<file path="config.mk">
export PLATFORM = sky130hd
export DESIGN_NAME = bbit_places
export DESIGN_NICKNAME = d
export VERILOG_FILES = /design/src/rtl/bbit_pkg.sv /design/src/rtl/bbit_places.sv
export SDC_FILE = /design/constraint.sdc
export NUM_CORES = 1
export LEC_CHECK = 0
export BUFFER_PORTS_ARGS = -buffer_cell sky130_fd_sc_hd__buf_2
export CORE_ASPECT_RATIO = 0.8
export CORE_MARGIN = 2
export CORE_UTILIZATION = 25
export DETAILED_ROUTE_END_ITERATION = 10
export PLACE_DENSITY = 0.94
export SYNTH_ARGS = -nofsm -noshare
export SYNTH_HDL_FRONTEND = slang
export SYNTH_SLANG_ARGS = --single-unit
</file>
<file path="constraint.sdc">
create_clock -name clock -period 2.8 [get_ports clock]
set_input_delay 0.42 -clock clock [delete_from_list [all_inputs] [get_ports clock]]
set_output_delay 0.42 -clock clock [all_outputs]
set_load 0.01 [all_outputs]
</file>
<file path="src/rtl/bbit_pkg.sv">
// Shared constants, command codes and control/status structs for the image table.
// No dependencies; every rtl module imports this package.
package bbit_pkg;

   localparam int IMAGE_SLOTS     = 64;
   localparam int PLACEMENT_SLOTS = 4096;
   localparam int SLOT_IDX_W      = $clog2(IMAGE_SLOTS);
   localparam int PLACE_IDX_W     = $clog2(PLACEMENT_SLOTS);
   localparam int PLACE_CNT_W     = $clog2(PLACEMENT_SLOTS + 1);

   localparam logic [31:0] BUDGET_RESET = 32'd268435456;

   localparam logic [2:0] CMD_PUT   = 3'd0;
   localparam logic [2:0] CMD_FIND  = 3'd1;
   localparam logic [2:0] CMD_PLACE = 3'd2;
   localparam logic [2:0] CMD_ERASE = 3'd3;
   localparam logic [2:0] CMD_CLEAR = 3'd4;
   localparam logic [2:0] CMD_DROP  = 3'd5;

   // placement sweep modes
   localparam logic [1:0] PM_CLEAR = 2'd0;
   localparam logic [1:0] PM_PURGE = 2'd1;
   localparam logic [1:0] PM_DROP  = 2'd2;
   localparam logic [1:0] PM_FIND  = 2'd3;

   typedef struct packed {
      logic [31:0] id;
      logic [31:0] bytes;
      logic [63:0] age;
   } slot_entry_type;

   typedef struct packed {
      logic        valid;
      logic [31:0] image;
      logic [63:0] anchor;
      logic [63:0] age;
   } place_entry_type;

   typedef struct packed {
      logic       s_scan;
      logic       s_load_key;
      logic       s_auto;
      logic       s_drop;
      logic       s_drop_old;
      logic       s_write;
      logic       s_write_old;
      logic       s_clear;
      logic       p_start;
      logic [1:0] p_mode;
      logic       p_insert;
      logic       rsp_load;
      logic       rsp_status;
      logic       rsp_id;
      logic       rsp_bytes;
      logic       busy;
   } ctl_cmd_type;

   typedef struct packed {
      logic [2:0] cmd;
      logic       req_valid;
      logic       bytes_zero;
      logic       over_budget;
      logic       dims_ok;
      logic       rsp_free;
      logic       s_busy;
      logic       match_hit;
      logic       old_hit;
      logic       free_hit;
      logic       fits;
      logic       p_busy;
   } ctl_sts_type;

endpackage

</file>
<file path="src/rtl/bbit_places.sv">
// Placement queue datapath: placement memory with sweep engine for clear, purge,
// drop and slot search, plus fill count and age counter. Depends on bbit_pkg.
module bbit_places (
   input  logic                  clock,
   input  logic                  reset,
   input  bbit_pkg::ctl_cmd_type ctl,
   input  logic [31:0]           victim_id,
   input  logic [31:0]           key,
   input  logic [63:0]           anchor,
   output logic                  p_busy
);
   import bbit_pkg::*;

   place_entry_type             mem [PLACEMENT_SLOTS];
   place_entry_type             rd_ff;
   logic [PLACE_IDX_W-1:0]      addr_ff;
   logic [PLACE_IDX_W-1:0]      pend_idx_ff;
   logic                        run_ff;
   logic                        pend_ff;
   logic [1:0]                  mode_ff;
   logic [31:0]                 pid_ff;
   logic [63:0]                 line_ff;
   logic [PLACE_CNT_W-1:0]      count_ff;
   logic [63:0]                 age_ff;
   logic                        free_hit_ff;
   logic [PLACE_IDX_W-1:0]      free_idx_ff;
   logic                        old_hit_ff;
   logic [PLACE_IDX_W-1:0]      old_idx_ff;
   logic [63:0]                 old_age_ff;
   logic                        full;
   logic                        ev_kill;
   logic                        ev_free;
   logic                        ev_old;
   logic                        we;
   logic [PLACE_IDX_W-1:0]      wa;
   place_entry_type             wd;

   assign full   = (count_ff == PLACE_CNT_W'(PLACEMENT_SLOTS));
   assign p_busy = run_ff | pend_ff;

   assign ev_kill = pend_ff & rd_ff.valid &
                    (((mode_ff == PM_PURGE) && (rd_ff.image == pid_ff)) ||
                     ((mode_ff == PM_DROP) && (rd_ff.anchor < line_ff)));
   assign ev_free = pend_ff & (mode_ff == PM_FIND) & ~rd_ff.valid & ~free_hit_ff;
   assign ev_old  = pend_ff & (mode_ff == PM_FIND) & rd_ff.valid &
                    (~old_hit_ff | (rd_ff.age < old_age_ff));

   always_comb begin
      we = 1'b0;
      wa = addr_ff;
      wd = '0;
      if (run_ff && mode_ff == PM_CLEAR) begin
         we = 1'b1;
      end else if (ev_kill) begin
         we = 1'b1;
         wa = pend_idx_ff;
      end else if (ctl.p_insert) begin
         we = 1'b1;
         wa = full ? old_idx_ff : free_idx_ff;
         wd = '{valid: 1'b1, image: key, anchor: anchor, age: age_ff};
      end
   end

   always_ff @(posedge clock) begin
      if (we) begin
         mem[wa] <= wd;
      end
      rd_ff <= mem[addr_ff];
   end

   always_ff @(posedge clock) begin
      if (reset) begin
         run_ff      <= 1'b1;
         pend_ff     <= 1'b0;
         mode_ff     <= PM_CLEAR;
         addr_ff     <= '0;
         count_ff    <= '0;
         age_ff      <= '0;
         free_hit_ff <= 1'b0;
         old_hit_ff  <= 1'b0;
      end else begin
         pend_ff <= run_ff && mode_ff != PM_CLEAR;
         if (ctl.p_start) begin
            run_ff      <= 1'b1;
            addr_ff     <= '0;
            mode_ff     <= ctl.p_mode;
            free_hit_ff <= 1'b0;
            old_hit_ff  <= 1'b0;
            if (ctl.p_mode == PM_CLEAR) count_ff <= '0;
         end else begin
            if (run_ff) begin
               addr_ff <= addr_ff + PLACE_IDX_W'(1);
               if (addr_ff == PLACE_IDX_W'(PLACEMENT_SLOTS - 1)) begin
                  run_ff <= 1'b0;
               end
            end
            if (ev_free) free_hit_ff <= 1'b1;
            if (ev_old)  old_hit_ff  <= 1'b1;
            if (ev_kill) begin
               count_ff <= count_ff - PLACE_CNT_W'(1);
            end else if (ctl.p_insert) begin
               age_ff <= age_ff + 64'd1;
               if (!full) count_ff <= count_ff + PLACE_CNT_W'(1);
            end
         end
      end
   end

   always_ff @(posedge clock) begin
      pend_idx_ff <= addr_ff;
      if (ctl.p_start) begin
         pid_ff  <= victim_id;
         line_ff <= anchor;
      end
      if (ev_free) free_idx_ff <= pend_idx_ff;
      if (ev_old) begin
         old_idx_ff <= pend_idx_ff;
         old_age_ff <= rd_ff.age;
      end
   end

endmodule

</file>
==> metrics.cfg <==
[status]
status = completed

[timing]
hold_viol = 0
fmax_mhz = 628
setup_tns_ns = 0
finClkSkew_ns = 0.00637
worstMarginPinSlew_ns = 0.395
relSlewSlack_pct = 73.6
min_period_over_period_pct = 56.9
fin_crit_ns = 1.59
rsz0062_at_grt = false
setup_ws_ns = 1.21
report.final.slew_viol_count = 0
finalSetupViolCount = 0

[grt]
track_usage_pct = 8.44
grt_overflow_total = 0
grt_pass1_wl_mm = 2.09
grt_antenna_before_repair = 0
grt_max_degree = 13
grt_pass1_vias = 493

[job]
max-cap-violations = 0

[yosys]
synthCells = 76
synth_edf_count = 0
syn_area_per_cell_um2 = 9.14
ys_warn_count = 0
synthTopCellsByArea = dfxtp_1 (46%), mux2i_1 (5.8%), a21oi_1 (4.3%)
syn_nets = 224
synth_ff_type = dfxtp_1
async_flop_share_pct = 0
seq_area_frac_synth_pct = 46.1
synth_cell_types = 26
synth_area_leader_cell = dfxtp_1
ys_ff_latch = 16
synth_top_area_share_pct = 46.1
syn_area_um2 = 694

[clock_tree]
cts_resized = 0
numCtsBuffers = 3
post_cts_buffers = 0
insertion_delay_ns = 0.29
clk_path_buf_depth = 2
cts_sinks = 16
hold_buffers = 0
cts_root_buf = clkbuf_4
cts.clk_slew.worst_paths_ns = 0.09
htree_num_levels = 1
cts_tree = built

[pwr]
p_leak_nw = 0.265
power.density_mw_per_mm2 = 478
ir_drop_uv = 235
p_total_mw = 0.370

[final_layout]
antenna_cells = 0
nets = 231
seq_area_um2 = 320
layout_common_cells = dfxtp_1 (16), nor2_1 (8), nand2_1 (6), a21oi_1 (6), buf_2 (5)
syn_to_final_growth_pct = 11.4
drive_gt1_share_pct = 16.0
multi_input_area_um2 = 350
layout_commonest_cell = dfxtp_1
final.fill_count = 301

[critical_path]
critPathMaxFanout = 9
crit_chain = or2_2, buf_2
r2r_setup_slack_ns = 1.23
crit_arrival_ns = 1.17
startpoint = run_ff
crit_family = flip-flops
cp_num_buf_inv = 1
r2r-start = addr_ff[0]
critical_path.endpoint_type = output port
cp.required_ns = 2.38
crit_type = reg2out
start_kind = register
slowest_delay_ns = 0.42
crit_slowest_cell = dfxtp_1

[placed_design]
detailed_place_hpwl_um = 874
portBuffers = 5
dp_slack_ns = 1.23
routabilityCongestion = 0.765

[die]
coreArea_mm2 = 0.00270
ioPinCount = 148
die_area_mm2 = 0.00322
die_h_um = 51.1
start_util_pct = 25.7
rows = 17
dieWidth_um = 62.9

[detailed_routing]
ant_nets = 0
drt_iter0_markers = 10
wirelength_mm = 1.23
drt-pass1-iter-count = 4
post_drt_wl_per_cell_um = 10.3
vias_per_cell = 4.61
route.detailed.drc = 0
num_vias = 548

[hold_path]
hp-class = in2reg
holdCritStartpoint = reset

final cells by class:
cell class | instances | share of cell area (%)
repair buffers | 5 | 3.24
inverters | 2 | 0.971
multi-input cells | 55 | 45.3
clock buffers | 3 | 2.91
flip-flops and latches | 16 | 41.4
well taps | 38 | 6.15
synthesized netlist by cell type (all sizes together), types with 2 or more instances:
| cell type | instances |
|---|---|
| a21oi | 6 |
| buf | 2 |
| dfxtp | 16 |
| inv | 2 |
| mux2i | 4 |
| nand2 | 6 |
| nand3 | 4 |
| nand4 | 3 |
| nor2 | 8 |
| o21a | 2 |
| o31ai | 4 |
| or2 | 3 |
| or3 | 2 |
| or4 | 4 |
| xor2 | 2 |
registers in the layout, indices dropped and copies added (netlist names):
| register | flops |
|---|---|
| mode_ff | 2 |
| addr_ff | 12 |
| pend_ff | 1 |
| run_ff | 1 |
metal layers:
metal / vias up / wire length, um / part of all wire, % / global-route usage (%)
li1: 284 / - / - / -
met1: 252 / 592 / 48 / 10.1
met2: 10 / 570 / 47 / 13.5
met3: 2 / 57 / 4.7 / 3.96
met4: 0 / 5 / 0.41 / 2.59
met5: - / 0 / 0 / 0
per-stage QoR:
stage	cell area, um2	hold WS (ns)	std cells	utilization, %
2_1_floorplan	694	0.444	76	-
3_3_place_gp	751	0.462	116	27.8
3_5_place_dp	751	0.464	116	27.8
4_1_cts	773	0.341	119	28.6
5_1_grt	773	0.355	119	28.6
6_report	773	0.351	119	28.6
power by group:
| part | leakage [nW] | switching (mW) | internal, mW | total (mW) |
|---|---|---|---|---|
| Sequential | 0.130 | 0.00252 | 0.231 | 0.234 |
| Clock | 0.0138 | 0.0703 | 0.0500 | 0.120 |
| Combinational | 0.122 | 0.00817 | 0.00725 | 0.0154 |
| Total | 0.265 | 0.0810 | 0.289 | 0.370 |
kinds of logic after synthesis:
logic type	after synthesis	synth area share, %
and+or+nand+nor	33	26.3
DFF	16	46.1
AOI/OAI and AO/OA	14	12.8
buffers and inverters	5	3.42
muxes	4	5.77
xor gates and xnor gates	3	3.78
adders and majority gates	1	1.80
worst paths after layout:
path / to / depth (start not counted)
worst min-delay path: mode_ff[0] / 2
worst max register to register: addr_ff[8] / 4
worst min register to register: addr_ff[11] / 2
worst max-delay path: p_busy / 2
(Power assumes the default switching activity.)
