==> src/rtl/bbit_pkg.sv <==
// Shared constants, command codes and control/status structs for the image table.
// No dependencies; every rtl module imports this package.
package bbit_pkg;

   localparam int IMAGE_SLOTS     = 64;
   localparam int PLACEMENT_SLOTS = 4096;
   localparam int SLOT_IDX_W      = $clog2(IMAGE_SLOTS);
   localparam int PLACE_IDX_W     = $clog2(PLACEMENT_SLOTS);
   localparam int PLACE_CNT_W     = $clog2(PLACEMENT_SLOTS + 1);

   localparam logic [31:0] BUDGET_RESET = 32'd268435456;

   localparam logic [2:0] CMD_PUT   = 3'd0;
   localparam logic [2:0] CMD_FIND  = 3'd1;
   localparam logic [2:0] CMD_PLACE = 3'd2;
   localparam logic [2:0] CMD_ERASE = 3'd3;
   localparam logic [2:0] CMD_CLEAR = 3'd4;
   localparam logic [2:0] CMD_DROP  = 3'd5;

   // placement sweep modes
   localparam logic [1:0] PM_CLEAR = 2'd0;
   localparam logic [1:0] PM_PURGE = 2'd1;
   localparam logic [1:0] PM_DROP  = 2'd2;
   localparam logic [1:0] PM_FIND  = 2'd3;

   typedef struct packed {
      logic [31:0] id;
      logic [31:0] bytes;
      logic [63:0] age;
   } slot_entry_type;

   typedef struct packed {
      logic        valid;
      logic [31:0] image;
      logic [63:0] anchor;
      logic [63:0] age;
   } place_entry_type;

   typedef struct packed {
      logic       s_scan;
      logic       s_load_key;
      logic       s_auto;
      logic       s_drop;
      logic       s_drop_old;
      logic       s_write;
      logic       s_write_old;
      logic       s_clear;
      logic       p_start;
      logic [1:0] p_mode;
      logic       p_insert;
      logic       rsp_load;
      logic       rsp_status;
      logic       rsp_id;
      logic       rsp_bytes;
      logic       busy;
   } ctl_cmd_type;

   typedef struct packed {
      logic [2:0] cmd;
      logic       req_valid;
      logic       bytes_zero;
      logic       over_budget;
      logic       dims_ok;
      logic       rsp_free;
      logic       s_busy;
      logic       match_hit;
      logic       old_hit;
      logic       free_hit;
      logic       fits;
      logic       p_busy;
   } ctl_sts_type;

endpackage

==> src/rtl/bbit_ctrl.sv <==
// Command sequencer: decodes a command and steps the slot and placement datapaths.
// Depends on bbit_pkg.
module bbit_ctrl (
   input  logic                  clock,
   input  logic                  reset,
   input  bbit_pkg::ctl_sts_type sts,
   output bbit_pkg::ctl_cmd_type ctl
);
   import bbit_pkg::*;

   localparam logic [3:0] S_RSTWAIT     = 4'd0;
   localparam logic [3:0] S_IDLE        = 4'd1;
   localparam logic [3:0] S_DECODE      = 4'd2;
   localparam logic [3:0] S_LOOKUP_GO   = 4'd3;
   localparam logic [3:0] S_LOOKUP      = 4'd4;
   localparam logic [3:0] S_FIT_SCAN    = 4'd5;
   localparam logic [3:0] S_FIT_WAIT    = 4'd6;
   localparam logic [3:0] S_PURGE_FIT   = 4'd7;
   localparam logic [3:0] S_PURGE_WRITE = 4'd8;
   localparam logic [3:0] S_PURGE_DONE  = 4'd9;
   localparam logic [3:0] S_PLACE_WAIT  = 4'd10;
   localparam logic [3:0] S_SWEEP_WAIT  = 4'd11;
   localparam logic [3:0] S_RESP        = 4'd12;

   logic [3:0] state_ff, state_in;
   logic       r_status_ff, r_status_in;
   logic       r_id_ff, r_id_in;
   logic       r_bytes_ff, r_bytes_in;

   always_comb begin
      state_in       = state_ff;
      r_status_in    = r_status_ff;
      r_id_in        = r_id_ff;
      r_bytes_in     = r_bytes_ff;
      ctl            = '0;
      ctl.busy       = (state_ff != S_IDLE);
      ctl.rsp_status = r_status_ff;
      ctl.rsp_id     = r_id_ff;
      ctl.rsp_bytes  = r_bytes_ff;
      unique case (state_ff) inside
         S_RSTWAIT: begin
            if (!sts.p_busy) state_in = S_IDLE;
         end
         S_IDLE: begin
            if (sts.req_valid) state_in = S_DECODE;
         end
         S_DECODE: begin
            r_status_in = 1'b1;
            r_id_in     = 1'b0;
            r_bytes_in  = 1'b0;
            unique case (sts.cmd) inside
               CMD_PUT: begin
                  if (sts.bytes_zero || sts.over_budget) begin
                     state_in = S_RESP;
                  end else begin
                     ctl.s_load_key = 1'b1;
                     ctl.s_auto     = 1'b1;
                     state_in       = S_LOOKUP_GO;
                  end
               end
               CMD_FIND, CMD_PLACE, CMD_ERASE: begin
                  ctl.s_load_key = 1'b1;
                  state_in       = S_LOOKUP_GO;
               end
               CMD_CLEAR: begin
                  ctl.s_clear = 1'b1;
                  ctl.p_start = 1'b1;
                  ctl.p_mode  = PM_CLEAR;
                  state_in    = S_SWEEP_WAIT;
               end
               CMD_DROP: begin
                  ctl.p_start = 1'b1;
                  ctl.p_mode  = PM_DROP;
                  state_in    = S_SWEEP_WAIT;
               end
               default: state_in = S_RESP;
            endcase
         end
         S_LOOKUP_GO: begin
            ctl.s_scan = 1'b1;
            state_in   = S_LOOKUP;
         end
         S_LOOKUP: begin
            if (!sts.s_busy) begin
               unique case (sts.cmd)
                  CMD_PUT: begin
                     if (sts.match_hit) begin
                        ctl.s_drop  = 1'b1;
                        ctl.p_start = 1'b1;
                        ctl.p_mode  = PM_PURGE;
                        state_in    = S_PURGE_FIT;
                     end else begin
                        state_in = S_FIT_SCAN;
                     end
                  end
                  CMD_FIND: begin
                     r_status_in = ~sts.match_hit;
                     r_bytes_in  = sts.match_hit;
                     state_in    = S_RESP;
                  end
                  CMD_ERASE: begin
                     if (sts.match_hit) begin
                        ctl.s_drop  = 1'b1;
                        ctl.p_start = 1'b1;
                        ctl.p_mode  = PM_PURGE;
                        state_in    = S_PURGE_DONE;
                     end else begin
                        state_in = S_RESP;
                     end
                  end
                  CMD_PLACE: begin
                     if (sts.match_hit && sts.dims_ok) begin
                        ctl.p_start = 1'b1;
                        ctl.p_mode  = PM_FIND;
                        state_in    = S_PLACE_WAIT;
                     end else begin
                        state_in = S_RESP;
                     end
                  end
                  default: state_in = S_RESP;
               endcase
            end
         end
         S_FIT_SCAN: begin
            ctl.s_scan = 1'b1;
            state_in   = S_FIT_WAIT;
         end
         S_FIT_WAIT: begin
            if (!sts.s_busy) begin
               if (!sts.fits) begin
                  if (sts.old_hit) begin
                     ctl.s_drop     = 1'b1;
                     ctl.s_drop_old = 1'b1;
                     ctl.p_start    = 1'b1;
                     ctl.p_mode     = PM_PURGE;
                     state_in       = S_PURGE_FIT;
                  end else begin
                     state_in = S_RESP;
                  end
               end else if (sts.free_hit) begin
                  ctl.s_write = 1'b1;
                  r_status_in = 1'b0;
                  r_id_in     = 1'b1;
                  state_in    = S_RESP;
               end else begin
                  // every slot used: evict the oldest and reuse its slot
                  ctl.s_drop     = 1'b1;
                  ctl.s_drop_old = 1'b1;
                  ctl.p_start    = 1'b1;
                  ctl.p_mode     = PM_PURGE;
                  state_in       = S_PURGE_WRITE;
               end
            end
         end
         S_PURGE_FIT: begin
            if (!sts.p_busy) state_in = S_FIT_SCAN;
         end
         S_PURGE_WRITE: begin
            if (!sts.p_busy) begin
               ctl.s_write     = 1'b1;
               ctl.s_write_old = 1'b1;
               r_status_in     = 1'b0;
               r_id_in         = 1'b1;
               state_in        = S_RESP;
            end
         end
         S_PURGE_DONE, S_SWEEP_WAIT: begin
            if (!sts.p_busy) begin
               r_status_in = 1'b0;
               state_in    = S_RESP;
            end
         end
         S_PLACE_WAIT: begin
            if (!sts.p_busy) begin
               ctl.p_insert = 1'b1;
               r_status_in  = 1'b0;
               state_in     = S_RESP;
            end
         end
         S_RESP: begin
            if (sts.rsp_free) begin
               ctl.rsp_load = 1'b1;
               state_in     = S_IDLE;
            end
         end
         default: state_in = S_IDLE;
      endcase
   end

   always_ff @(posedge clock) begin
      if (reset) begin
         state_ff    <= S_RSTWAIT;
         r_status_ff <= 1'b0;
         r_id_ff     <= 1'b0;
         r_bytes_ff  <= 1'b0;
      end else begin
         state_ff    <= state_in;
         r_status_ff <= r_status_in;
         r_id_ff     <= r_id_in;
         r_bytes_ff  <= r_bytes_in;
      end
   end

`ifndef NO_ASSERTIONS
   a_scan_idle: assert property (@(posedge clock) disable iff (reset)
      ctl.s_scan |-> !sts.s_busy) else $error("slot scan started while busy");
   a_sweep_idle: assert property (@(posedge clock) disable iff (reset)
      ctl.p_start |-> !sts.p_busy) else $error("placement sweep started while busy");
   a_idle_quiet: assert property (@(posedge clock) disable iff (reset)
      (state_ff == S_IDLE) |-> (!sts.s_busy && !sts.p_busy))
      else $error("datapath busy while idle");
   a_write_slot: assert property (@(posedge clock) disable iff (reset)
      (ctl.s_write && !ctl.s_write_old) |-> sts.free_hit)
      else $error("slot write without a free slot");
`endif

endmodule

==> config.mk <==
export PLATFORM = sky130hd
export DESIGN_NAME = bbit_ctrl
export DESIGN_NICKNAME = d
export VERILOG_FILES = /design/src/rtl/bbit_pkg.sv /design/src/rtl/bbit_ctrl.sv
export SDC_FILE = /design/constraint.sdc
export NUM_CORES = 1
export LEC_CHECK = 0
export BUFFER_PORTS_ARGS = -buffer_cell sky130_fd_sc_hd__buf_2
export CORE_MARGIN = 5
export CORE_UTILIZATION = 50
export DETAILED_ROUTE_END_ITERATION = 7
export HOLD_SLACK_MARGIN = 0.03
export PLACE_DENSITY = 0.85
export SYNTH_ARGS = -nofsm -noshare
export SYNTH_HDL_FRONTEND = slang
export SYNTH_SLANG_ARGS = --single-unit
export TNS_END_PERCENT = 30
==> constraint.sdc <==
create_clock -name clock -period 3.8 [get_ports clock]
set_input_delay 0.38 -clock clock [delete_from_list [all_inputs] [get_ports clock]]
set_output_delay 0.38 -clock clock [all_outputs]
set_load 0.01 [all_outputs]
==> results of run 1 <==
[how the worst min path moves through the flow]
stage / from / end / slack [ns]
2_1_floorplan: reset / state_ff[0] / 0.45
3_3_place_gp: r_id_ff / r_id_ff / 0.47
3_5_place_dp: r_bytes_ff / r_bytes_ff / 0.48
4_1_cts: reset / state_ff[1] / 0.38
5_1_grt: reset / r_bytes_ff / 0.39
6_report: reset / state_ff[1] / 0.38
[through the flow]
stage / instance area, um2 / total power [W] / hold slack, ns
global placement: 1010 / 0.000172 / 0.466
global route: 1040 / 0.000266 / 0.394
CTS: 1040 / 0.000249 / 0.379
detailed placement: 1010 / 0.000175 / 0.479
finish: 1040 / 0.000249 / 0.380
floorplan: 886 / 0.000149 / 0.449
[power groups by stage]
| stage | sequential, W | combinational (W) | clock (W) |
|---|---|---|---|
| 2_1_floorplan | 0.0000812 | 0.0000680 | 0 |
| 3_5_place_dp | 0.0000919 | 0.0000835 | 0 |
| 6_report | 0.0000906 | 0.0000848 | 0.0000737 |
| 3_3_place_gp | 0.0000912 | 0.0000811 | 0 |
| 4_1_cts | 0.0000900 | 0.0000837 | 0.0000753 |
| 5_1_grt | 0.0000920 | 0.0000941 | 0.0000795 |
[final cells by class]
class | instances | area (um2) | area share [%]
clock buffer | 4 | 26.3 | 2.53
timing repair buffer | 32 | 160 | 15.4
multi-input combinational | 112 | 674 | 64.9
inverter | 2 | 7.51 | 0.722
sequential | 7 | 140 | 13.5
tap | 25 | 31.3 | 3.01
[worst max-delay path: stages (launching register included)]
cell	delay [ns]
sky130_fd_sc_hd__dfxtp_1	0.68
sky130_fd_sc_hd__nor3b_2	0.39
sky130_fd_sc_hd__and3_1	0.23
sky130_fd_sc_hd__o211ai_1	0.08
sky130_fd_sc_hd__a21oi_1	0.20
sky130_fd_sc_hd__o21bai_1	0.13
sky130_fd_sc_hd__buf_2	0.14
[synthesized netlist by cell type (2+ instances only)]
master	number
sky130_fd_sc_hd__nor3_1	5
sky130_fd_sc_hd__o32ai_1	3
sky130_fd_sc_hd__nand3_1	6
sky130_fd_sc_hd__clkbuf_1	3
sky130_fd_sc_hd__dfxtp_1	7
sky130_fd_sc_hd__nor2_1	14
sky130_fd_sc_hd__nand2b_1	7
sky130_fd_sc_hd__inv_1	2
sky130_fd_sc_hd__nand2_1	9
sky130_fd_sc_hd__nor4_1	5
sky130_fd_sc_hd__nand3b_1	2
sky130_fd_sc_hd__o21bai_1	2
sky130_fd_sc_hd__o21ai_1	2
sky130_fd_sc_hd__buf_4	3
sky130_fd_sc_hd__o21ai_0	8
sky130_fd_sc_hd__and3_1	2
sky130_fd_sc_hd__nor2b_1	9
sky130_fd_sc_hd__a21oi_1	12
sky130_fd_sc_hd__or2_2	3
sky130_fd_sc_hd__and2_1	2
sky130_fd_sc_hd__buf_2	6
[state kept, by name (all words and copies together) (netlist names)]
register / cells
r_id_ff: 1
state_ff: 4
r_bytes_ff: 1
r_status_ff: 1
[metal layers]
| metal | track usage (%) | part of all wire (%) | vias up |
|---|---|---|---|
| li1 | - | - | 542 |
| met1 | 26.5 | 42 | 492 |
| met2 | 34.9 | 47 | 62 |
| met3 | 3.72 | 7.9 | 14 |
| met4 | 13.1 | 3.2 | 0 |
| met5 | 0 | 0 | - |
[placed cells by master, fill, tap and decap left out, types with 5 or more instances in the layout]
cell type	instances
sky130_fd_sc_hd__dfxtp_1	7
sky130_fd_sc_hd__a21oi_1	12
sky130_fd_sc_hd__nand3_1	6
sky130_fd_sc_hd__buf_2	32
sky130_fd_sc_hd__nor4_1	5
sky130_fd_sc_hd__nand2b_1	7
sky130_fd_sc_hd__nor2_1	14
sky130_fd_sc_hd__nand2_1	9
sky130_fd_sc_hd__nor3_1	5
sky130_fd_sc_hd__nor2b_1	9
sky130_fd_sc_hd__o21ai_0	8
[cells by family after synthesis]
family	count (synthesis)	share of synthesized area [%]
AND/OR/NAND/NOR	72	46.2
AO/OA/AOI/OAI	39	28.7
buffers and inverters	14	8.05
flip-flops	7	15.8
multiplexers	1	1.27
==> qor.txt, run 1 <==
======================================================================================
Status                                                                    finished clean
Finished Layout Cells                                                              182
Via count of the first global-routing pass                                       1,010
Fmax                                                                           400 MHz
Final Cycle Share                                                                65.7%
WL/cell                                                                        14.1 um
Clock buffers created by TritonCTS                                                   3
Post-synthesis instance area                                                   886 um2
Number of synthesized flops with an enable pin                                       0
Row count                                                                           15
Proportion of synthesized chip area in sequential cells                          15.8%
H-tree levels                                                                        1
Leakage power total                                                           0.419 nW
WHS Path Cells                                                                       2
Synthesized flop and latch total                                                     7
Remaining global-route overflow                                                      0
Clock tree from TritonCTS                                                          yes
I/O pin count                                                                       33
Synth Instances                                                                    133
Antenna violations before repair                                                     0
Area of the placeable core                                                 0.00171 mm2
Total Negative Setup Slacks                                                       0 ns
Power per cell area                                                         240 mW/mm2
Number of remaining DRC errors                                                       0
Ratio of cells with drive above 1 in the final layout                            26.8%
Unrepaired setup endpoints after global routing                                  false
Largest net degree at the start of global routing                                   23
Internal power component                                                    0.000154 W
Reg-to-reg endpoint                                                        state_ff[0]
Number of nets with antenna violations after detailed routing                        0
First-pass GRT wire length                                                     4390 um
Final critical path time including I/O delays and setup                        2.50 ns
Hold Buf Count CTS                                                                   0
Number of fill cells in the layout                                                 154
Max-slew headroom                                                                56.7%
R2R cell count                                                                       5
Yosys top cell area share                                                        15.8%
Switching part of the total power                                                38.0%
Crit path required time                                                        3.42 ns
Synth-to-Final Area Change                                                       17.4%
Weighted congestion at the end of routability-driven global placement            0.873
Number of sinks on the clock net                                                     7
Final routed wirelength across all metal layers                                2580 um
Minimum setup slack in the final design                                        1.30 ns
Area contributors post-synth                                              sky130_fd_sc_hd__dfxtp_1 (16%), sky130_fd_sc_hd__a21oi_1 (6.8%), sky130_fd_sc_hd__nor2b_1 (6.4%)
Clock tree root driver cell                                               sky130_fd_sc_hd__clkbuf_4
Largest fanout of any net on the critical path                                      21
Worst-Margin Slew                                                             0.648 ns
Slew Viols, Final                                                                    0
Half-perimeter wire length of the detailed placement result                    1980 um
Startpoint kind of the worst setup timing path                                    flop
Critical register-to-register path startpoint                              state_ff[2]
Worst Skew                                                                  0.00248 ns
Floorplan die height                                                           52.1 um
First-iteration detailed-routing DRC count                                          28
Starting utilization of the core area                                            51.9%
Global Route Usage Sum                                                           21.7%
First-pass detailed-route iteration total                                            4
Number of distinct standard cells referenced by the synthesized netlist             42
Total setup buffers inserted after CTS                                               0
Power dissipated by switching net loads                                    0.0000946 W
Cell accounting for the most synthesized area                             sky130_fd_sc_hd__dfxtp_1
Width of the die                                                               52.1 um
Most frequently used flop master after synthesis                          sky130_fd_sc_hd__dfxtp_1
Type of the worst setup path                                              flop to output pin
Number of nets in the finished design                                              174
Maximum buffer depth of the clock tree                                               2
Clk network pwr share                                                            29.6%
Fraction of power consumed by combinational cells                                34.1%
Register-to-register path setup slack                                          1.66 ns
Peak supply drop                                                              0.205 mV
Final Hold Vio Count                                                                 0
Clock latency on the worst-skew pair                                           0.27 ns
Vias per Instance                                                                 6.10
Number of nets produced by synthesis                                               149
Crit path capture type                                                      output pin
Average size of a mapped cell                                                 6.66 um2
Die ar.                                                                    0.00271 mm2
Crit path arrival time                                                         2.12 ns
Layout Utilization                                                               60.9%
Post-Place Setup Slack                                                         1.63 ns
Timing startpoint of the critical path                                     state_ff[2]
Async SR Flop Fraction                                                              0%
CP Capture Point                                                                ctl[8]
Synthesis warning total                                                              0
Sequential share of power                                                        36.4%
Cell total after placement                                                         178
Via total after detailed routing                                                 1,110
Setup violation total in the final timing report                                     0
Worst Hold Class                                                          primary input to flop
Diodes inserted                                                                      0
Gates resized, CTS repair                                                            0
Quantity of I/O buffers inserted on ports                                           32
Total of max-cap violations                                                          0
Clock Pin Slew Worst Setup and Hold Paths                                      0.05 ns
======================================================================================
No activity file was read; power rests on OpenSTA's default activity.
==> run 2, diff against run 1 <==
- CORE_ASPECT_RATIO: not set -> 1.5
- CORE_UTILIZATION: 50 -> 44
- PLACE_DENSITY: 0.85 -> 0.79
- clock period: 3.8 -> 2.2 ns (I/O delays scaled with it)
==> run 2 against run 1 <==
Net effect:
- register-to-register slack got worse by 1.4 ns
- via count grew 1.6%
- clock power increased by 59%
- clock skew up 0.0026 ns
- count of clock-buffer cells in the layout unchanged
- first-iteration DRC count unchanged
- cell area up 3.2%
- non-clock buffer count is 4 higher
- sequential power up 67%
- critical path depth unchanged
- critical path type unchanged
==> qor.txt, run 2 (synthesized netlist as in run 1, its figures left out) <==
=====================================================================================
Fraction of met3 tracks used by global routing                                  3.89%   +0.16 points
Global routing's busiest layer                                                   met2
Timing startpoint of the critical path                                    state_ff[3]
Layout Utilization                                                              54.3%   -6.6 points
Final Hold Vio Count                                                                0   unchanged
Quantity of I/O buffers inserted on ports                                          32   unchanged
Global Route Usage Sum                                                          18.6%   -3.1 points
Max FFs per register                                                                4   unchanged
Slew Viols, Final                                                                   0   unchanged
Maximum buffer depth of the clock tree                                              2   unchanged
Floorplan die height                                                          65.0 um   +25%
First-iteration detailed-routing DRC count                                         28   unchanged
Ratio of cells with drive above 1 in the final layout                           29.2%   +2.4 points
Area of the placeable core                                                0.00198 mm2   +16%
Number of fill cells in the layout                                                213   +38%
Starting utilization of the core area                                           44.8%   -7.1 points
Met2 capacity usage during global routing                                       31.9%   -3.0 points
Row count                                                                          20   +5
I/O pin count                                                                      33   unchanged
Clk network pwr share                                                           27.2%   -2.4 points
Number of remaining DRC errors                                                      0   unchanged
Most frequent cells in the layout                                        sky130_fd_sc_hd__buf_2 (32), sky130_fd_sc_hd__nor2_1 (14), sky130_fd_sc_hd__a21oi_1 (12)
H-tree levels                                                                       1   unchanged
Remaining global-route overflow                                                     0   unchanged
Internal power component                                                   0.000273 W   +77%
Synth-to-Final Area Change                                                      21.2%
Number of sinks on the clock net                                                    7   unchanged
Worst Hold Launch                                                               reset
Register containing the most flip-flops in the final layout                  state_ff
Largest net degree at the start of global routing                                  17   -26%
Vias per Instance                                                                6.16   +1.1%
Total setup buffers inserted after CTS                                              0   unchanged
GRT met1 Usage                                                                  20.3%   -6.2 points
Setup violation total in the final timing report                                    0   unchanged
Unrepaired setup endpoints after global routing                                 false
Weighted congestion at the end of routability-driven global placement           0.900   +3.1%
Antenna violations before repair                                                    0   unchanged
Clock buffers created by TritonCTS                                                  3   unchanged
Crit path required time                                                       1.98 ns   -1.44 ns
Most frequent standard cell in the layout excluding fill and tap cells   sky130_fd_sc_hd__buf_2
First-pass GRT wire length                                                    4340 um   -1.1%
Switching part of the total power                                               36.6%   -1.4 points
Via count of the first global-routing pass                                      1,060   +5.0%
Startpoint kind of the worst setup timing path                                   flop
Clock latency on the worst-skew pair                                          0.25 ns   -0.02 ns
Final critical path time including I/O delays and setup                       2.02 ns
Half-perimeter wire length of the detailed placement result                   2140 um   +8.0%
First-pass detailed-route iteration total                                           5   +1
Type of the worst setup path                                             flop to output pin
Total of max-cap violations                                                         0   unchanged
Max-slew headroom                                                               68.6%   +12 points
Power per cell area                                                        401 mW/mm2   +67%
Area of placed instances                                                  0.00104 mm2   +2.6%
Clock Pin Slew Worst Setup and Hold Paths                                     0.06 ns   about the same
Power dissipated by switching net loads                                    0.000158 W   +66%
Peak supply drop                                                             0.232 mV   +13%
Gates resized, CTS repair                                                           0   unchanged
Largest fanout of any net on the critical path                                     14   -33%
Worst Skew                                                                 0.00506 ns   +0.00258 ns
Sequential share of power                                                       35.2%   -1.2 points
Post-route cell area                                                      0.00107 mm2   +3.2%
Crit path capture type                                                     output pin
Final routed wirelength across all metal layers                               2660 um   +3.1%
Status                                                                   finished clean
Fraction of power consumed by combinational cells                               37.6%   +3.5 points
Clock tree root driver cell                                              sky130_fd_sc_hd__clkbuf_4
Total Negative Setup Slacks                                                      0 ns   unchanged
WL/cell                                                                       14.5 um   +2.6%
Width of the die                                                              46.6 um   -10%
Fmax                                                                          495 MHz
Worst-Margin Slew                                                            0.470 ns   -0.178 ns
Worst Hold Class                                                         primary input to flop
Leakage power total                                                          0.439 nW   +4.8%
Number of nets in the finished design                                             178   +2.3%
Die ar.                                                                   0.00303 mm2   +12%
Diodes inserted                                                                     0   unchanged
Clock tree from TritonCTS                                                         yes
Hold Buf Count CTS                                                                  0   unchanged
Crit path arrival time                                                        1.80 ns   -0.32 ns
Final Cycle Share                                                               91.8%
Via total after detailed routing                                                1,128   +1.6%
Critical register-to-register path startpoint                             state_ff[3]
Number of nets with antenna violations after detailed routing                       0   unchanged
=====================================================================================
==> run 2: cell types whose count changed in the layout (fill, tap and decap cells not counted), sizes merged <==
| cell | before | now |
|---|---|---|
| buf | 32 | 36 |
==> run 2: cell type report <==
class | instances | area (um2) | share of cell area, %
Clock buffer | 4 | 26.3 | 2.45
Timing Repair Buffer | 36 | 190 | 17.7
Multi-Input combinational cell | 112 | 681 | 63.4
Inverter | 2 | 7.51 | 0.699
Tap cell | 22 | 27.5 | 2.56
Sequential cell | 7 | 141 | 13.2
==> run 2: worst paths after layout <==
path | to | slack [ns] | cells after the start
setup / recovery | ctl[8] | 0.18 | 6
hold / removal | state_ff[0] | 0.24 | 2
hold reg to reg | r_bytes_ff | 0.49 | 2
setup reg to reg | state_ff[0] | 0.25 | 5
==> run 2: routing by layer <==
metal	wire (um)	part of all wire (%)
met5	0	0
met4	98	3.7
met3	172	6.5
met2	1350	51
met1	1030	39
==> run 2: power by group through the flow <==
stage / registers (W) / logic, W / clock network [W]
after floorplan: 0.000140 / 0.000117 / 0
after global placement: 0.000150 / 0.000156 / 0
after detailed placement: 0.000152 / 0.000159 / 0
after CTS: 0.000149 / 0.000159 / 0.000116
after global routing: 0.000153 / 0.000178 / 0.000130
final: 0.000151 / 0.000162 / 0.000117
==> run 2: critical path, cell delays in order (launching register included) <==
cell and delay (ns):
sky130_fd_sc_hd__dfxtp_1 0.45, sky130_fd_sc_hd__nor3b_4 0.34, sky130_fd_sc_hd__and3_1 0.23, sky130_fd_sc_hd__o211ai_1 0.09
sky130_fd_sc_hd__a21oi_1 0.18, sky130_fd_sc_hd__o21bai_1 0.12, sky130_fd_sc_hd__buf_2 0.14
==> run 2: through the flow <==
step                      hold slack, ns  setup WS [ns]  total power [W]  instances
after floorplan                    0.289          0.486         0.000258        133
after global placement             0.466          0.402         0.000306        179
after detailed placement           0.483          0.314         0.000310        179
after CTS                          0.236          0.122         0.000424        183
after global routing               0.256        0.00823         0.000461        183
final                              0.236          0.179         0.000430        183
==> run 3, diff against run 2 <==
- CORE_MARGIN: 5 -> 10
- GPL_ROUTABILITY_DRIVEN: not set -> 0
- PLACE_DENSITY: 0.79 -> 0.84
==> run 3 against run 2 <==
Net effect:
- critical path depth unchanged
- final cell count decreased by 1.6%
- count of clock-buffer cells in the layout unchanged
- register-to-register slack got worse by 0.04 ns
- via count decreased by 2.8%
- core utilization increased by 2.1 points
- first-iteration DRC count increased by 21%
- sequential power increased by 3%
- critical endpoint unchanged
- largest power group unchanged
==> qor.txt, run 3 (synthesized netlist as in run 1, its figures left out) <==
=====================================================================================
Sequential share of power                                                       35.7%   +0.5 points
Clock tree from TritonCTS                                                         yes
Fraction of power consumed by combinational cells                               36.7%   -0.9 points
Global Route Usage Sum                                                          13.3%   -5.3 points
Largest net degree at the start of global routing                                  23   +6
WL/cell                                                                       15.5 um   +7.0%
Cell total after placement                                                        176   -1.7%
Sum of internal, switching and leakage power                               0.000434 W   +0.72%
Crit path capture type                                                     output pin
Max-slew headroom                                                               65.8%   -2.8 points
Number of nets in the finished design                                             176   -1.1%
Vias per Instance                                                                6.09   -1.2%
Final critical path time including I/O delays and setup                       2.02 ns   +0.00284 ns
H-tree levels                                                                       1   unchanged
Unrepaired setup endpoints after global routing                                 false
Die ar.                                                                   0.00425 mm2   +40%
Maximum buffer depth of the clock tree                                              2   unchanged
Area of placed instances                                                  0.00102 mm2   -1.6%
Switching part of the total power                                               37.0%   +0.39 points
Number of remaining DRC errors                                                      0   unchanged
Clock tree root driver cell                                              sky130_fd_sc_hd__clkbuf_4
Clock buffers created by TritonCTS                                                  3   unchanged
I/O pin count                                                                      33   unchanged
Starting utilization of the core area                                           47.2%   +2.4 points
Largest fanout of any net on the critical path                                     14   unchanged
Final Hold Vio Count                                                                0   unchanged
Hold Buf Count CTS                                                                  0   unchanged
First-pass GRT wire length                                                    4730 um   +9.1%
Diodes inserted                                                                     0   unchanged
Type of the worst setup path                                             flop to output pin
Power per cell area                                                        410 mW/mm2   +2.1%
Most frequent cells in the layout                                        sky130_fd_sc_hd__buf_2 (32), sky130_fd_sc_hd__nor2_1 (14), sky130_fd_sc_hd__a21oi_1 (12)
Width of the die                                                              56.6 um   +21%
Crit path required time                                                       1.98 ns   about the same
Peak supply drop                                                             0.347 mV   +50%
Synth-to-Final Area Change                                                      19.5%
Gates resized, CTS repair                                                           0   unchanged
Final Cycle Share                                                               92.0%   +0.13 points
Most frequent standard cell in the layout excluding fill and tap cells   sky130_fd_sc_hd__buf_2
Internal power component                                                   0.000273 W   +0.10%
Fmax                                                                          494 MHz   -0.14%
Ratio of cells with drive above 1 in the final layout                           28.9%   -0.26 points
Number of nets with antenna violations after detailed routing                       0   unchanged
First-pass detailed-route iteration total                                           4   -1
Slew Viols, Final                                                                   0   unchanged
Clock Pin Slew Worst Setup and Hold Paths                                     0.05 ns   about the same
Clk network pwr share                                                           27.6%   +0.4 points
Post-route cell area                                                      0.00106 mm2   -1.4%
Final routed wirelength across all metal layers                               2800 um   +5.2%
Worst Hold Class                                                         primary input to flop
Leakage power total                                                          0.429 nW   -2.5%
Finished Layout Cells                                                             180   -1.6%
Register containing the most flip-flops in the final layout                  state_ff
Crit path arrival time                                                        1.80 ns   about the same
Area of the placeable core                                                0.00188 mm2   -5.0%
Total Negative Setup Slacks                                                      0 ns   unchanged
Half-perimeter wire length of the detailed placement result                   2260 um   +6.0%
Worst Skew                                                                 0.00500 ns   -0.0000574 ns
Power dissipated by switching net loads                                    0.000160 W   +1.8%
Status                                                                   finished clean
Max FFs per register                                                                4   unchanged
Total of max-cap violations                                                         0   unchanged
First-iteration detailed-routing DRC count                                         34   +21%
Setup violation total in the final timing report                                    0   unchanged
Via count of the first global-routing pass                                      1,010   -4.7%
Startpoint kind of the worst setup timing path                                   flop
Remaining global-route overflow                                                     0   unchanged
Clock latency on the worst-skew pair                                          0.26 ns   about the same
Antenna violations before repair                                                    0   unchanged
Row count                                                                          19   -5.0%
Worst-Margin Slew                                                            0.512 ns   +0.0419 ns
Number of sinks on the clock net                                                    7   unchanged
Floorplan die height                                                          75.0 um   +15%
Total setup buffers inserted after CTS                                              0   unchanged
Min Hold Slack                                                               0.233 ns   -0.00259 ns
Quantity of I/O buffers inserted on ports                                          32   unchanged
Via total after detailed routing                                                1,096   -2.8%
=====================================================================================
==> run 3: worst paths after layout <==
check	depth (start not counted)	slack, ns	to	from
min	2	0.23	state_ff[2]	reset
max	6	0.18	ctl[8]	state_ff[3]
min reg2reg	2	0.48	r_id_ff	r_id_ff
max reg2reg	5	0.21	state_ff[0]	state_ff[0]
==> run 3: metal layers <==
layer / global-route usage, % / vias to the layer above / part of all wire [%]
met4: 8.31 / 0 / 3.5
li1: - / 541 / -
met2: 24.4 / 46 / 54
met1: 13.6 / 501 / 36
met5: 0 / - / 0
met3: 2.19 / 8 / 6.1
==> run 3: worst max-delay path, cell delays in order, from the launching register on <==
cell                       delay (ns)
sky130_fd_sc_hd__dfxtp_1         0.46
sky130_fd_sc_hd__nor2_4          0.28
sky130_fd_sc_hd__nand3_1         0.14
sky130_fd_sc_hd__o21bai_1        0.23
sky130_fd_sc_hd__a21oi_1         0.17
sky130_fd_sc_hd__o21bai_1        0.12
sky130_fd_sc_hd__buf_2           0.14
==> run 3: power groups by stage <==
| stage | logic (W) | clock network [W] | registers [W] |
|---|---|---|---|
| global placement | 0.000152 | 0 | 0.000154 |
| CTS | 0.000156 | 0.000124 | 0.000152 |
| detailed placement | 0.000155 | 0 | 0.000155 |
| finish | 0.000159 | 0.000120 | 0.000155 |
| floorplan | 0.000117 | 0 | 0.000140 |
| global route | 0.000176 | 0.000133 | 0.000157 |
==> run 3: through the flow <==
step                      setup slack, ns  utilization [%]
after floorplan                     0.486                -
after global placement              0.339             54.5
after detailed placement            0.267             54.5
after CTS                          0.0524             55.9
after global routing               0.0165             56.4
final                               0.177             56.4
==> run 3: layout make-up <==
type | instances | area (um2)
Clock buffer | 4 | 26.3
Fill cell | 179 | 820
Inverter | 2 | 7.51
Multi-Input combinational cell | 112 | 681
Sequential cell | 7 | 143
Tap cell | 21 | 26.3
Timing Repair Buffer | 34 | 175
